### config.mk
export PLATFORM = sky130hd
export DESIGN_NAME = hds_pipe_cell
export DESIGN_NICKNAME = d
export VERILOG_FILES = /design/src/hds_pkg.sv /design/src/hds_pipe_cell.sv
export SDC_FILE = /design/constraint.sdc
export NUM_CORES = 1
export LEC_CHECK = 0
export ABC_CLOCK_PERIOD_IN_PS = 1900
export CAP_MARGIN = 20
export CORE_MARGIN = 2
export CORE_UTILIZATION = 41
export DETAILED_ROUTE_END_ITERATION = 12
export DONT_BUFFER_PORTS = 1
export HOLD_SLACK_MARGIN = 0.06
export PLACE_DENSITY = 0.58
export REMOVE_ABC_BUFFERS = 1
export SLEW_MARGIN = 20
export SYNTH_ARGS = -nofsm -noshare
export SYNTH_HDL_FRONTEND = slang
export SYNTH_SLANG_ARGS = --single-unit
### constraint.sdc
create_clock -name clk -period 1.9 [get_ports clk]
set_input_delay 0.095 -clock clk [delete_from_list [all_inputs] [get_ports clk]]
set_output_delay 0.095 -clock clk [all_outputs]
set_load 0.02 [all_outputs]
### src/hds_pkg.sv
package hds_pkg;

  localparam int MAX_WIDTH  = 1024;
  localparam int COL_W      = $clog2(MAX_WIDTH);
  localparam int WCNT_W     = COL_W + 1;
  localparam int SAMPLE_W   = 32;
  localparam int ROWS_W     = 16;
  localparam int ROW_W      = 17;
  localparam int GAIN_W     = 17;
  localparam int CFG_DATA_W = 17;
  localparam int CFG_IDX_W  = 2;
  localparam int ACC_W      = 52;

  localparam logic [CFG_IDX_W-1:0] CFG_ROW_WIDTH     = 2'd0;
  localparam logic [CFG_IDX_W-1:0] CFG_INTERIOR_ROWS = 2'd1;
  localparam logic [CFG_IDX_W-1:0] CFG_DIFF_GAIN     = 2'd2;

  localparam int RST_ROW_WIDTH = (1024 > MAX_WIDTH) ? MAX_WIDTH : 1024;
  localparam logic [ROWS_W-1:0] RST_INTERIOR_ROWS = 16'd1024;
  localparam logic [GAIN_W-1:0] RST_DIFF_GAIN     = 17'd32768;
  localparam logic [GAIN_W-1:0] GAIN_ONE          = 17'd65536;

  typedef logic [COL_W-1:0] col_t;
  typedef logic signed [SAMPLE_W-1:0] sample_t;

  // Line store access issued with every accepted word.
  typedef struct packed {
    logic en;
    col_t waddr;
    col_t raddr;
  } ls_req_t;

  // Stencil window for the column being processed.
  typedef struct packed {
    sample_t ctr;
    sample_t up;
    sample_t right;
  } win_t;

  typedef struct packed {
    logic signed [ACC_W-1:0] acc;
    sample_t                 ctr;
    logic                    last;
  } stage_t;

endpackage

### src/hds_pipe_cell.sv
module hds_pipe_cell (
  input  logic              clk,
  input  logic              rst_n,
  input  logic              up_valid,
  output logic              up_ready,
  input  hds_pkg::stage_t   up_data,
  output logic              dn_valid,
  input  logic              dn_ready,
  output hds_pkg::stage_t   dn_data
);

  logic            valid_r;
  hds_pkg::stage_t data_r;

  // The cell takes a new word whenever it is empty or its word moves on.
  assign up_ready = !valid_r || dn_ready;

  always_ff @(posedge clk) begin
    if (!rst_n) begin
      valid_r <= 1'b0;
    end else if (up_ready) begin
      valid_r <= up_valid;
    end
  end

  always_ff @(posedge clk) begin
    if (up_ready && up_valid) begin
      data_r <= up_data;
    end
  end

  assign dn_valid = valid_r;
  assign dn_data  = data_r;

endmodule

==> flow_metrics.env <==
export IMPL_ir_drop_mv=0.6026
export IMPL_rsz0062_at_grt="false"
export IMPL_finalCoreUtilization=0.6079
export IMPL_drt_total_wl_um=5391
export IMPL_ys_warn_count=0
export IMPL_synth_edf_count=85
export IMPL_post_route_period_util=0.7624
export IMPL_clock_sink_count=86
export IMPL_synth_yosys_seq_area_share=0.9856
export IMPL_setup_viol=0
export IMPL_synth_area_leader_cell="sky130_fd_sc_hd__edfxtp_1"
export IMPL_clock_latency_of_the_later_clocked_register_in_the_worst_skew_pair_ps=340
export IMPL_max_slew_margin=0.7971
export IMPL_design_area_um2=3794
export IMPL_worst_pin_slew_ps=304.0
export IMPL_postPlaceCellArea_um2=2746
export IMPL_wl_per_cell_um=19.82
export IMPL_worst_setup_end_kind="flip-flop"
export IMPL_hold_path_class="in2reg"
export IMPL_ys_seq_elements=86
export IMPL_worst_clock_skew_ps=6.750
export IMPL_yosysUniqueCellTypes=6
export IMPL_syn_to_final_growth_pct=45.35
export IMPL_run_status="completed"
export IMPL_crit_required_ps=1940
export IMPL_synth_top_cells_by_area="sky130_fd_sc_hd__edfxtp_1 98%, sky130_fd_sc_hd__dfxtp_1 0.77%, sky130_fd_sc_hd__nand2b_4 0.53%"
export IMPL_detailedRoute_firstIterationViolations=80
export IMPL_clock_tree_htree_level_count=3
export IMPL_cell_area_power_density_nw_per_um2=981.4
export IMPL_post_cts_hold_buffer_count=87
export IMPL_maximum_number_of_pins_on_one_net_before_global_route_repair=37
export IMPL_synth_most_common_cell="sky130_fd_sc_hd__edfxtp_1"
export IMPL_grt_total_usage=0.1548
export IMPL_pin_count=176
export IMPL_number_of_antenna_diodes=0
export IMPL_synth_top_family_by_area="simple AND/OR/NAND/NOR gates"
export IMPL_initial_utilization=0.4182
export IMPL_cts_tree="done"
export IMPL_timing_setup_critical_path_class="reg2reg"
export IMPL_global_route_overflow_total=0
export IMPL_drive_above_1_share=0.1026
export IMPL_synth_top_area_share=0.9779
export IMPL_synth_xor_xnor_area_share=0
export IMPL_post_synth_instance_area_um2=2610
export IMPL_fp_dieH_um=83.79
export IMPL_die_area_um2=7020
export IMPL_cp_arrival_ps=1490
export IMPL_biggest_fanout_along_the_worst_timing_path=36
export IMPL_syn_area_per_cell_um2=29.00
export IMPL_dpl_cell_count=169
export IMPL_drcViolationCount=0
export IMPL_post_cts_resize_count=0
export IMPL_synth_async_reset_ratio=0
export IMPL_fin_cells=272
export IMPL_maxCapViolCount=0
export IMPL_number_of_max_slew_violations_in_the_final_report=0
export IMPL_synth_simple_gate_area_frac=0.008629
export IMPL_cts_inserted_buffers=9
export IMPL_synth_area_mux_share=0
export IMPL_grt_antenna_before_repair=0
export IMPL_synth_compound_area_share=0.004314
export IMPL_final_hold_viol_count=0
export IMPL_die_w_um=83.79
export IMPL_final_ant_viol_nets=0
export IMPL_achievable_frequency_mhz=690.3
export IMPL_drt_pre_antenna_iters=4
export IMPL_setup_tns_after_final_layout_ps=0
export IMPL_post_cts_setup_buffer_count=0
export IMPL_placer_s_final_routability_congestion_estimate=0.7158
export IMPL_grt_first_pass_wirelength_um=7693
export IMPL_port_buffers=0
export IMPL_synthesis_instances=90
export IMPL_cts_root_buf="sky130_fd_sc_hd__clkbuf_8"
export IMPL_postSynth_topFlopCell="sky130_fd_sc_hd__edfxtp_1"
export IMPL_min_period_ps=1449
export IMPL_synth_adder_area_share=0
export IMPL_grt_pass1_vias=1442
export IMPL_fillCellCount=472
export IMPL_path_clk_slew_ps=80
export IMPL_final_nets=279
export IMPL_clock_path_buffers=2
export IMPL_floorplan_rows=29
export IMPL_core_area_um2=6241
export IMPL_power_static_leakage_nw=1.313
export IMPL_avgViaCountPerCell=4.699
export IMPL_number_of_vias_after_detailed_routing=1278
export IMPL_setup_worst_path_start_class="flip-flop"
export IMPL_p_total_mw=3.723
## report_power, final
part	total (mW)	internal, mW	switching, mW
combinational	0.210	0.135	0.0751
clock	1.11	0.481	0.626
sequential	2.41	2.22	0.182
total	3.72	2.84	0.883
## layer usage
metal,vias up,share of wire,track usage
met1,610,0.33,0.1426
met2,91,0.54,0.2705
met4,0,0.030,0.08211
met3,14,0.10,0.08408
met5,-,0,0
li1,563,-,-
## logic make-up after synthesis
| family | Yosys count |
|---|---|
| compound gates | 1 |
| buf+inv | 1 |
| flops | 86 |
| simple gates | 2 |
## registers in the layout (all words and copies together) (netlist names)
register and cells:
dn_data 85, dn_valid 1
## path summary, 6_finish.rpt
| kind | start | end | slack [ps] | cells after the start |
|---|---|---|---|---|
| worst min-delay path | up_valid | dn_data[25]$_DFFE_PP_ | 150 | 1 |
| worst max register to register | dn_valid$_SDFFE_PN0P_ | dn_data[10]$_DFFE_PP_ | 450 | 3 |
| worst max-delay path | dn_valid$_SDFFE_PN0P_ | dn_data[10]$_DFFE_PP_ | 450 | 3 |
| worst min register to register | dn_valid$_SDFFE_PN0P_ | dn_data[25]$_DFFE_PP_ | 1060 | 2 |
## metrics by stage
stage	hold slack, ps	worst slack [ps]
after global placement	193.9	476.9
after CTS	133.2	439.2
after detailed placement	193.9	450.7
after global routing	137.1	372.4
final	151.2	451.4
after floorplan	193.9	292.4
## area by class of cell
type	count	area (um2)	area share
Multi-Input combinational cell	3	33.78	0.008905
Tap cell	77	96.34	0.02540
Clock buffer	10	127.6	0.03364
Inverter	1	3.754	0.0009894
Clock inverter	6	48.80	0.01286
Sequential cell	86	2572	0.6781
Timing Repair Buffer	89	910.9	0.2401
## cells in the final DEF (no fill, tap or decap), drive strengths merged
cell and n:
a21boi 1, and2 1, buf 2, clkbuf 10, clkinv 3, clkinvlp 3, dfxtp 1, dlygate4sd3 87
edfxtp 85, inv 1, nand2b 1
## critical path, stage by stage (launching register included)
cell                       delay, ps
sky130_fd_sc_hd__dfxtp_1         400
sky130_fd_sc_hd__nand2b_4        160
sky130_fd_sc_hd__and2_4          320
sky130_fd_sc_hd__buf_12          250
No activity file was read; power rests on OpenSTA's default activity.
